===== src/hdl/frequency_table_statistics_unit_macros.svh =====
// Assertion helpers shared by the statistics unit.
`ifndef FREQUENCY_TABLE_STATISTICS_UNIT_MACROS_SVH
`define FREQUENCY_TABLE_STATISTICS_UNIT_MACROS_SVH

// Same-cycle implication, checked on clk_i outside of reset.
`define FTSU_ASSERT_NOW(lbl, ant, cons, msg) \
  lbl: assert property (@(posedge clk_i) disable iff (!rst_ni) (ant) |-> (cons)) else $error(msg);

// Next-cycle implication, checked on clk_i outside of reset.
`define FTSU_ASSERT_NEXT(lbl, ant, cons, msg) \
  lbl: assert property (@(posedge clk_i) disable iff (!rst_ni) (ant) |=> (cons)) else $error(msg);

`endif


===== src/hdl/ftsu_pkg.sv =====
package ftsu_pkg;

  localparam int MaxEntries = 64;
  localparam int IdxW       = $clog2(MaxEntries);
  localparam int EntW       = IdxW + 1;
  localparam int ValW       = 8;
  localparam int FrqW       = 16;
  localparam int TotW       = 22;
  localparam int WsW        = 30;
  localparam int SqW        = 38;
  localparam int HalfSqW    = SqW / 2;
  localparam int DiffW      = 60;
  localparam int DivNW      = 76;
  localparam int DivDW      = TotW;
  localparam int DivCntW    = $clog2(DivNW);
  localparam int RootW      = 32;
  localparam int CvScale    = 100 * 256;

  typedef enum logic [1:0] {
    ST_OK        = 2'd0,
    ST_ZERO_FREQ = 2'd1,
    ST_OVERFLOW  = 2'd2
  } status_e;

  typedef enum logic [2:0] {
    OP_NONE,
    OP_MUL_LO,
    OP_MUL_HI,
    OP_MUL_SQ,
    OP_SUM,
    OP_DIFF,
    OP_CV_MUL
  } op_e;

  typedef enum logic [1:0] {
    DIV_VAR1,
    DIV_VAR2,
    DIV_MEAN,
    DIV_CV
  } div_sel_e;

  typedef enum logic [4:0] {
    S_IDLE, S_DRAIN1, S_DRAIN2,
    S_MUL_LO, S_MUL_HI, S_MUL_SQ, S_SUM, S_DIFF,
    S_DIV_VAR1, S_WAIT_VAR1, S_DIV_VAR2, S_WAIT_VAR2,
    S_SQRT, S_WAIT_SQRT,
    S_DIV_MEAN, S_WAIT_MEAN, S_CV_MUL, S_DIV_CV, S_WAIT_CV,
    S_MED_INIT, S_MED_READ, S_MED_CHK, S_DONE
  } state_e;

  typedef struct packed {
    logic     accept;
    logic     clear;
    logic     res_clear;
    op_e      op;
    logic     div_start;
    div_sel_e div_sel;
    logic     sqrt_start;
    logic     med_init;
    logic     med_step;
  } cmd_t;

  typedef struct packed {
    logic t_zero;
    logic mean_zero;
    logic med_hit;
    logic div_done;
    logic sqrt_done;
  } stat_t;

endpackage


===== src/hdl/ftsu_ctrl.sv =====
module ftsu_ctrl (
  input  logic            clk_i,
  input  logic            rst_ni,
  input  logic            start_i,
  input  logic            final_entry_i,
  input  ftsu_pkg::stat_t stat_i,
  output ftsu_pkg::cmd_t  cmd_o,
  output logic            busy_o,
  output logic            done_o
);
  import ftsu_pkg::*;

  state_e state_q, state_d;

  always_ff @(posedge clk_i or negedge rst_ni) begin
    if (!rst_ni) state_q <= S_IDLE;
    else         state_q <= state_d;
  end

  always_comb begin
    state_d = state_q;
    cmd_o   = '0;
    cmd_o.op = OP_NONE;
    cmd_o.div_sel = DIV_VAR1;
    unique case (state_q)
      S_IDLE: begin
        cmd_o.accept = start_i;
        if (start_i && final_entry_i) state_d = S_DRAIN1;
      end
      S_DRAIN1: begin
        cmd_o.res_clear = 1'b1;
        state_d = S_DRAIN2;
      end
      S_DRAIN2:  state_d = stat_i.t_zero ? S_MED_INIT : S_MUL_LO;
      S_MUL_LO: begin cmd_o.op = OP_MUL_LO; state_d = S_MUL_HI; end
      S_MUL_HI: begin cmd_o.op = OP_MUL_HI; state_d = S_MUL_SQ; end
      S_MUL_SQ: begin cmd_o.op = OP_MUL_SQ; state_d = S_SUM; end
      S_SUM:    begin cmd_o.op = OP_SUM;    state_d = S_DIFF; end
      S_DIFF:   begin cmd_o.op = OP_DIFF;   state_d = S_DIV_VAR1; end
      S_DIV_VAR1: begin
        cmd_o.div_start = 1'b1;
        state_d = S_WAIT_VAR1;
      end
      S_WAIT_VAR1: if (stat_i.div_done) state_d = S_DIV_VAR2;
      S_DIV_VAR2: begin
        cmd_o.div_sel = DIV_VAR2;
        cmd_o.div_start = 1'b1;
        state_d = S_WAIT_VAR2;
      end
      S_WAIT_VAR2: begin
        cmd_o.div_sel = DIV_VAR2;
        if (stat_i.div_done) state_d = S_SQRT;
      end
      S_SQRT: begin
        cmd_o.sqrt_start = 1'b1;
        state_d = S_WAIT_SQRT;
      end
      S_WAIT_SQRT: if (stat_i.sqrt_done) state_d = S_DIV_MEAN;
      S_DIV_MEAN: begin
        cmd_o.div_sel = DIV_MEAN;
        cmd_o.div_start = 1'b1;
        state_d = S_WAIT_MEAN;
      end
      S_WAIT_MEAN: begin
        cmd_o.div_sel = DIV_MEAN;
        if (stat_i.div_done) state_d = S_CV_MUL;
      end
      S_CV_MUL: begin
        cmd_o.op = OP_CV_MUL;
        state_d = stat_i.mean_zero ? S_MED_INIT : S_DIV_CV;
      end
      S_DIV_CV: begin
        cmd_o.div_sel = DIV_CV;
        cmd_o.div_start = 1'b1;
        state_d = S_WAIT_CV;
      end
      S_WAIT_CV: begin
        cmd_o.div_sel = DIV_CV;
        if (stat_i.div_done) state_d = S_MED_INIT;
      end
      S_MED_INIT: begin
        cmd_o.med_init = 1'b1;
        state_d = S_MED_READ;
      end
      S_MED_READ: state_d = S_MED_CHK;
      S_MED_CHK: begin
        cmd_o.med_step = 1'b1;
        state_d = stat_i.med_hit ? S_DONE : S_MED_READ;
      end
      S_DONE: begin
        cmd_o.clear = 1'b1;
        state_d = S_IDLE;
      end
      default: state_d = S_IDLE;
    endcase
  end

  assign busy_o = state_q != S_IDLE;
  assign done_o = state_q == S_DONE;
endmodule


===== config.mk =====
export PLATFORM = sky130hd
export DESIGN_NAME = ftsu_ctrl
export DESIGN_NICKNAME = d
export VERILOG_FILES = /design/src/hdl/frequency_table_statistics_unit_macros.svh /design/src/hdl/ftsu_pkg.sv /design/src/hdl/ftsu_ctrl.sv
export SDC_FILE = /design/constraint.sdc
export NUM_CORES = 1
export LEC_CHECK = 0
export BUFFER_PORTS_ARGS = -buffer_cell sky130_fd_sc_hd__buf_2
export CORE_AREA = 2 2 39 41
export DETAILED_ROUTE_END_ITERATION = 7
export DIE_AREA = 0 0 41 43
export GPL_TIMING_DRIVEN = 1
export PLACE_DENSITY_LB_ADDON = 0.3
export REMOVE_ABC_BUFFERS = 1
export SYNTH_ARGS = -nofsm -noshare
export SYNTH_HDL_FRONTEND = slang
export SYNTH_SLANG_ARGS = --single-unit

===== constraint.sdc =====
create_clock -name clk_i -period 2.7 [get_ports clk_i]
set_input_delay 0.54 -clock clk_i [delete_from_list [all_inputs] [get_ports clk_i]]
set_output_delay 0.54 -clock clk_i [all_outputs]
set_load 0.02 [all_outputs]

==> flow_metrics.py, run 1 <==
metrics = {
    "place": {
        "preCtsSetupSlack_ns": 0.602,
        "place_inst": 116,
        "place_congestion": 0.812,
        "dp_hpwl_mm": 1.03,
        "io_buffer_count": 22,
    },
    "finish": {
        "nets": 114,
        "regArea_sq_um": 125,
        "area_growth_pct": 21.5,
        "largest_reg_flops": 5,
        "largest-register": "state_q",
        "final_layout_size_suffix_gt1_frac": 0.337,
        "nFillCells": 148,
        "reg.largest.list": "state_q x5",
        "diodes": 0,
        "final_cells": 120,
        "multi_input_area_sq_um": 398,
    },
    "synth": {
        "synth_warnings": 0,
        "syn_avg_cell_area_sq_um": 6.99,
        "synth.most_common_cell": "nor2_1",
        "synth_top_family_by_area": "simple AND/OR/NAND/NOR gates",
        "synth_fa_ha_area_frac": 0,
        "yosys-top-cells-area": "dfrtp_1, nor2_1, o21ai_0, a21oi_1, mux2_4",
        "netlist_area_sq_um": 587,
        "yosysSeqAreaShare": 0.213,
        "muxShareOfSynthArea": 0.0704,
        "ys_ff_latch": 5,
        "synth_top_area_frac": 0.213,
        "synthArstFlopShare": 1.00,
        "ys.flop_type": "dfrtp_1",
        "synth_edf_count": 0,
        "yosys.area_share.simple": 0.360,
        "synthXorXnorAreaFrac": 0,
        "synth_compound_area_frac": 0.247,
        "synthCells": 84,
        "yosys.area.top_type": "dfrtp_1",
        "synth_commonest_cells": "nor2_1, nand2_1, o21ai_0",
        "ys_types": 34,
    },
    "detailed_routing": {
        "dr.pass1.iters": 6,
        "vias": 640,
        "drc_errors": 0,
        "post_drt_via_cell_ratio": 5.33,
        "drtIter0Drc": 16,
        "wl_per_cell_um": 11.8,
        "drtAntennaViolNets": 0,
        "wl_mm": 1.42,
    },
    "worst_setup_path": {
        "critPathMaxFanout": 11,
        "worstPathArrival_ns": 1.83,
        "crit_type": "reg2out",
        "rr_startpoint": "state_q[1]$_DFFE_PN0P_",
        "worstSetupEndpointType": "primary output",
        "critPathRequiredTime_ns": 2.16,
        "reg2regPathDepth": 5,
        "startpoint": "state_q[4]$_DFFE_PN0P_",
        "cp-start-kind": "register",
    },
    "clock_network": {
        "ctsHoldBuffers": 0,
        "post-cts-setup-buffers": 0,
        "ctsHtreeMaxLevel": 1,
        "ctsResizeCount": 0,
        "clkSlewWorstSetupHoldPaths_ns": 0.04,
        "clkLatencyLatePin_ns": 0.24,
        "clock_path_buffers": 2,
        "clockRootBuffer": "clkbuf_4",
        "tritoncts": "yes",
        "numCtsBuffers": 3,
        "cts_sinks": 5,
    },
    "run_status": {
        "status": "finished clean",
    },
    "global_route": {
        "grt_max_degree": 17,
        "grt_util_all_layers": 0.170,
        "grt_pass1_wl_mm": 2.13,
        "grt_antenna_before_repair": 0,
        "grt_pass1_vias": 533,
        "grt.overflow.total": 0,
    },
    "sta": {
        "slew_violations": 0,
        "max_freq_ghz": 0.422,
        "tightest_slew_ns": 0.551,
        "fin_crit_ns": 2.37,
        "setup_viol": 0,
        "slew_headroom": 0.628,
        "setup_slack_ns": 0.333,
        "final-hold-violation-count": 0,
        "skew_ns": 0.00147,
        "grt_setup_unrepaired": "no",
        "fin_crit_sh": 0.877,
        "tns_ns": 0,
        "hold_ws_ns": 0.103,
    },
    "floorplanning": {
        "dieArea_sq_um": 1760,
        "ios": 23,
        "rows": 14,
        "die_h_um": 43,
        "coreArea_sq_um": 1380,
        "dieWidth_um": 41,
        "start_util": 0.424,
    },
    "flow_run": {
        "drv_cap": 0,
    },
    "hold_path": {
        "hp-class": "in2async",
    },
    "pwr": {
        "p_leak_nw": 0.365,
        "finalPower_mw": 0.933,
        "power_density_nw_per_um2": 1310,
        "irDropWorstVdd_v": 0.000464,
    },
}
report_power, final:
part           internal [mW]  total (mW)  switching [mW]
logic                  0.278       0.616           0.338
clock network         0.0557      0.0839          0.0282
registers              0.113       0.233           0.120
total                  0.447       0.933           0.486
layout make-up:
class	count	share of cell area
Inverter	5	0.0263
Sequential cell	5	0.175
Tap cell	16	0.0281
Timing Repair Buffer	24	0.175
Multi-Input combinational cell	66	0.558
Clock buffer	4	0.0368
worst max-delay path, stage by stage (launching register included):
cell     delay, ns
dfrtp_1       0.49
buf_4         0.22
nor2b_1       0.30
nand2_1       0.16
inv_1         0.08
o21ai_0       0.08
nand2_1       0.09
buf_2         0.15
cells by family after synthesis:
kind of cell | Yosys count
compound gates | 23
buf+inv | 13
flops | 5
mux | 3
simple gates | 40
per-layer routing:
| layer | GRT usage | share of wire | wire, um | vias up |
|---|---|---|---|---|
| li1 | - | - | - | 336 |
| met1 | 0.235 | 0.49 | 698 | 291 |
| met2 | 0.266 | 0.47 | 663 | 13 |
| met3 | 0.0157 | 0.038 | 54 | 0 |
| met4 | 0.0600 | 0 | 0 | 0 |
| met5 | 0 | 0 | 0 | - |
per-stage QoR:
| step | utilization | cell area (sq um) |
|---|---|---|
| 4_1_cts | 0.515 | 713 |
| 2_1_floorplan | - | 542 |
| 3_3_place_gp | 0.496 | 687 |
| 5_1_grt | 0.515 | 713 |
| 3_5_place_dp | 0.496 | 687 |
| 6_report | 0.515 | 713 |
cell usage in the layout, fill, tap and decap left out, types with 2 or more instances in the layout:
master    instances
buf_4             2
nand2_1           8
nand2b_1          4
nor3_1            4
nor2_1           11
dfrtp_1           5
o21ai_0           8
inv_1             5
clkbuf_4          3
nor4_1            2
buf_2            22
a21oi_1           6
mux2_4            2
nor2b_1           2
path summary, 6_finish.rpt:
path                                          end  slack [ns]
hold reg to reg            state_q[3]$_DFFE_PN0P_        0.81
setup / recovery                         cmd_o[4]        0.33
max in group asynchronous  state_q[0]$_DFFE_PN0P_        2.47
hold / removal             state_q[1]$_DFFE_PN0P_        0.10
setup reg to reg           state_q[0]$_DFFE_PN0P_        0.60
min in group clk_i         state_q[4]$_DFFE_PN0P_        0.60
No activity file was read; power rests on OpenSTA's default activity.
==> inputs of run 2 (changes only) <==
Settings changed: GPL_TIMING_DRIVEN 1 to 0, RECOVER_POWER set to 25.
==> flow_metrics.py, run 2 (synthesized netlist as in run 1, its figures left out) <==
metrics = {
    "run_status": {
        "status": "finished clean",
    },
    "detailed_routing": {
        "post_drt_via_cell_ratio": 5.39,
        "drc_errors": 0,
        "wl_mm": 1.37,
        "dr.pass1.iters": 3,
        "wl_per_cell_um": 11.6,
        "drtIter0Drc": 17,
        "vias": 636,
        "drtAntennaViolNets": 0,
    },
    "clock_network": {
        "clkLatencyLatePin_ns": 0.23,
        "clockRootBuffer": "clkbuf_4",
        "clock_path_buffers": 2,
        "tritoncts": "yes",
        "cts_sinks": 5,
        "ctsHtreeMaxLevel": 1,
        "clkSlewWorstSetupHoldPaths_ns": 0.04,
        "ctsHoldBuffers": 0,
        "ctsResizeCount": 0,
        "numCtsBuffers": 3,
        "post-cts-setup-buffers": 0,
    },
    "finish": {
        "regArea_sq_um": 125,
        "diodes": 0,
        "final_common_cell": "buf_2",
        "area_growth_pct": 18.6,
        "nets": 112,
        "nFillCells": 150,
        "final_cells": 118,
        "final_layout_size_suffix_gt1_frac": 0.304,
        "fin_area_sq_um": 696,
        "multi_input_area_sq_um": 398,
        "largest_reg_flops": 5,
        "largest-register": "state_q",
        "reg.largest.list": "state_q x5",
        "final_cell_mix": "buf_2, nor2_1, nand2_1, o21ai_0, a21oi_1",
    },
    "sta": {
        "tightest_slew_ns": 0.570,
        "tns_ns": 0,
        "setup_viol": 0,
        "fin_crit_sh": 0.891,
        "fin_crit_ns": 2.41,
        "max_freq_ghz": 0.416,
        "slew_violations": 0,
        "hold_ws_ns": 0.136,
        "final-hold-violation-count": 0,
        "grt_setup_unrepaired": "no",
        "slew_headroom": 0.615,
        "skew_ns": 0.00149,
    },
    "place": {
        "placed_cell_area_sq_um": 672,
        "place_inst": 114,
        "dp_hpwl_um": 972,
        "place_congestion": 0.805,
        "io_buffer_count": 22,
    },
    "worst_setup_path": {
        "cp-start-kind": "register",
        "cp_top_family": "flip-flops",
        "crit_type": "reg2out",
        "worstSetupEndpointType": "primary output",
        "critPathRequiredTime_ns": 2.16,
        "critPathBufInv": 1,
        "worstPathArrival_ns": 1.87,
        "critPathMaxStageDelay_ns": 0.69,
        "slowest_stage": "dfrtp_1",
        "critPathMaxFanout": 19,
        "path_cells": "nor4b_1 -> o21ai_0 -> nand2_1 -> buf_2",
    },
    "global_route": {
        "grt_pass1_vias": 551,
        "grt_util_all_layers": 0.175,
        "grt_antenna_before_repair": 0,
        "grt_max_degree": 20,
        "grt.overflow.total": 0,
        "grt_pass1_wl_mm": 2.18,
    },
    "floorplanning": {
        "start_util": 0.424,
        "dieWidth_um": 41,
        "dieArea_sq_um": 1760,
        "ios": 23,
        "rows": 14,
        "die_h_um": 43,
        "coreArea_sq_um": 1380,
    },
    "pwr": {
        "irDropWorstVdd_v": 0.000448,
        "p_leak_nw": 0.348,
        "power_density_nw_per_um2": 1300,
    },
    "flow_run": {
        "drv_cap": 0,
    },
    "hold_path": {
        "hp-class": "in2async",
    },
}
run 2: changes by cell type in the layout (fill, tap and decap cells not counted):
cell,before,now
clkbuf_1,1,3
buf_4,2,0
buf_2,22,20
run 2: worst paths after layout:
check | startpoint | slack, ns | cells past startpoint | end
hold reg to reg | state_q[0]$_DFFE_PN0P_ | 0.81 | 1 | state_q[3]$_DFFE_PN0P_
min in group clk_i | stat_i[1] | 0.62 | 3 | state_q[4]$_DFFE_PN0P_
max in group asynchronous | rst_ni | 2.37 | 1 | state_q[0]$_DFFE_PN0P_
hold / removal | rst_ni | 0.14 | 1 | state_q[4]$_DFFE_PN0P_
setup / recovery | state_q[4]$_DFFE_PN0P_ | 0.29 | 4 | cmd_o[4]
setup reg to reg | state_q[4]$_DFFE_PN0P_ | 0.48 | 5 | state_q[1]$_DFFE_PN0P_
run 2: final cells by class:
cell class | count | area share
clock buffers | 4 | 0.0378
flip-flops and latches | 5 | 0.180
inverters | 5 | 0.0270
repair buffers | 22 | 0.155
multi-input cells | 66 | 0.572
well taps | 16 | 0.0288
run 2: where the power goes:
group / total [mW] / internal, mW / switching (mW)
sequential: 0.256 / 0.112 / 0.144
clock: 0.0830 / 0.0557 / 0.0273
combinational: 0.568 / 0.261 / 0.306
run 2: worst register-to-register path: cells and delay by family (launching register included):
| family | cells | cell delay, ns |
|---|---|---|
| simple gates | 2 | 0.80 |
| flops | 1 | 0.69 |
| compound gates | 2 | 0.28 |
| mux | 1 | 0.32 |
run 2: layer usage:
layer | part of all wire | vias to the layer above | track usage
li1 | - | 329 | -
met1 | 0.50 | 290 | 0.234
met2 | 0.47 | 17 | 0.281
met3 | 0.031 | 0 | 0.0314
met4 | 0 | 0 | 0.0400
met5 | 0 | - | 0
run 2: per-stage QoR:
stage	total power, mW	util	setup slack [ns]
5_1_grt	0.984	0.503	0.124
3_3_place_gp	0.819	0.486	0.520
2_1_floorplan	0.663	-	0.558
4_1_cts	0.912	0.505	0.314
3_5_place_dp	0.827	0.486	0.521
6_report	0.907	0.503	0.294
==> inputs of run 3 (changes only) <==
Settings changed: PLACE_DENSITY set to 0.83, PLACE_DENSITY_LB_ADDON 0.3 to not set.
==> flow_metrics.py, run 3 (synthesized netlist as in run 1, its figures left out) <==
metrics = {
    "run_status": {
        "status": "finished clean",
    },
    "finish": {
        "final_util": 0.503,
        "diodes": 0,
        "fin_area_sq_um": 696,
        "nFillCells": 143,
        "final_layout_size_suffix_gt1_frac": 0.304,
        "largest_reg_flops": 5,
        "final_cell_mix": "buf_2, nor2_1, nand2_1, o21ai_0, a21oi_1",
        "multi_input_area_sq_um": 398,
        "final_common_cell": "buf_2",
        "nets": 112,
        "area_growth_pct": 18.6,
        "reg.largest.list": "state_q x5",
        "regArea_sq_um": 125,
        "largest-register": "state_q",
        "final_cells": 118,
    },
    "worst_setup_path": {
        "cp-start-kind": "register",
        "critPathMaxStageDelay_ns": 0.67,
        "worstPathArrival_ns": 1.86,
        "critPathMaxFanout": 19,
        "rrSetupSlack_ns": 0.50,
        "critPathBufInv": 1,
        "cp_top_family": "flip-flops",
        "path_cells": "nor4b_1 -> o21ai_0 -> nand2_1 -> buf_2",
        "worstSetupEndpointType": "primary output",
        "critPathRequiredTime_ns": 2.16,
        "crit_type": "reg2out",
        "slowest_stage": "dfrtp_1",
    },
    "clock_network": {
        "clock_path_buffers": 2,
        "clkSlewWorstSetupHoldPaths_ns": 0.05,
        "tritoncts": "yes",
        "post-cts-setup-buffers": 0,
        "cts_sinks": 5,
        "ctsResizeCount": 0,
        "clockRootBuffer": "clkbuf_4",
        "numCtsBuffers": 3,
        "ctsHoldBuffers": 0,
        "clkLatencyLatePin_ns": 0.25,
        "ctsHtreeMaxLevel": 1,
    },
    "pwr": {
        "power_density_nw_per_um2": 1320,
        "p_clk_frac": 0.098,
        "power.internal_mw": 0.429,
        "netSwitchingFraction": 0.531,
        "finalPower_mw": 0.916,
        "combPwrFrac": 0.622,
        "p_leak_nw": 0.348,
        "seq_power_share": 0.280,
        "p_switching_mw": 0.487,
        "irDropWorstVdd_v": 0.000447,
    },
    "global_route": {
        "grt_max_degree": 20,
        "grt_antenna_before_repair": 0,
        "grt_pass1_wl_mm": 2.36,
        "grt_util_all_layers": 0.200,
        "grt_pass1_vias": 526,
        "grt.overflow.total": 0,
    },
    "floorplanning": {
        "coreArea_sq_um": 1380,
        "dieWidth_um": 41,
        "ios": 23,
        "rows": 14,
        "dieArea_sq_um": 1760,
        "start_util": 0.424,
        "die_h_um": 43,
    },
    "detailed_routing": {
        "drtIter0Drc": 14,
        "dr.pass1.iters": 4,
        "vias": 669,
        "wl_mm": 1.47,
        "post_drt_via_cell_ratio": 5.67,
        "drtAntennaViolNets": 0,
        "drc_errors": 0,
        "wl_per_cell_um": 12.5,
    },
    "sta": {
        "max_freq_ghz": 0.417,
        "slew_violations": 0,
        "skew_ns": 0.00507,
        "fin_crit_ns": 2.40,
        "setup_viol": 0,
        "grt_setup_unrepaired": "no",
        "final-hold-violation-count": 0,
        "fin_crit_sh": 0.888,
        "tns_ns": 0,
        "setup_slack_ns": 0.303,
        "tightest_slew_ns": 0.535,
        "hold_ws_ns": 0.128,
        "slew_headroom": 0.639,
    },
    "place": {
        "placed_cell_area_sq_um": 672,
        "io_buffer_count": 22,
        "place_inst": 114,
        "place_congestion": 0.759,
        "preCtsSetupSlack_ns": 0.527,
        "dp_hpwl_mm": 1.01,
    },
    "hold_path": {
        "hp-class": "in2async",
    },
    "flow_run": {
        "drv_cap": 0,
    },
}
run 3: cell counts in the layout (fill, tap and decap cells not counted):
No cell type changed its count.
run 3: power by group through the flow:
| stage | logic, mW | registers (mW) | clock network (mW) |
|---|---|---|---|
| 6_report | 0.570 | 0.257 | 0.0896 |
| 5_1_grt | 0.627 | 0.269 | 0.101 |
| 4_1_cts | 0.573 | 0.254 | 0.0915 |
| 3_5_place_dp | 0.571 | 0.256 | 0 |
| 3_3_place_gp | 0.560 | 0.248 | 0 |
| 2_1_floorplan | 0.452 | 0.211 | 0 |
run 3: final timing paths:
path	from	end	depth (start not counted)
min in group clk_i	stat_i[1]	state_q[4]$_DFFE_PN0P_	3
max	state_q[4]$_DFFE_PN0P_	cmd_o[4]	4
min reg2reg	state_q[1]$_DFFE_PN0P_	state_q[4]$_DFFE_PN0P_	2
max reg2reg	state_q[4]$_DFFE_PN0P_	state_q[0]$_DFFE_PN0P_	5
min	rst_ni	state_q[2]$_DFFE_PN0P_	1
max in group asynchronous	rst_ni	state_q[3]$_DFFE_PN0P_	1
run 3: layout make-up:
type / count / area share
clock buffers: 4 / 0.0378
well taps: 16 / 0.0288
repair buffers: 22 / 0.155
flip-flops and latches: 5 / 0.180
multi-input cells: 66 / 0.572
inverters: 5 / 0.0270
run 3: layer usage:
| metal | up-vias | wire (um) | global-route usage |
|---|---|---|---|
| met5 | - | 0 | 0 |
| met3 | 5 | 86 | 0.0471 |
| met2 | 28 | 658 | 0.275 |
| met4 | 0 | 47 | 0.140 |
| li1 | 328 | - | - |
| met1 | 308 | 678 | 0.262 |
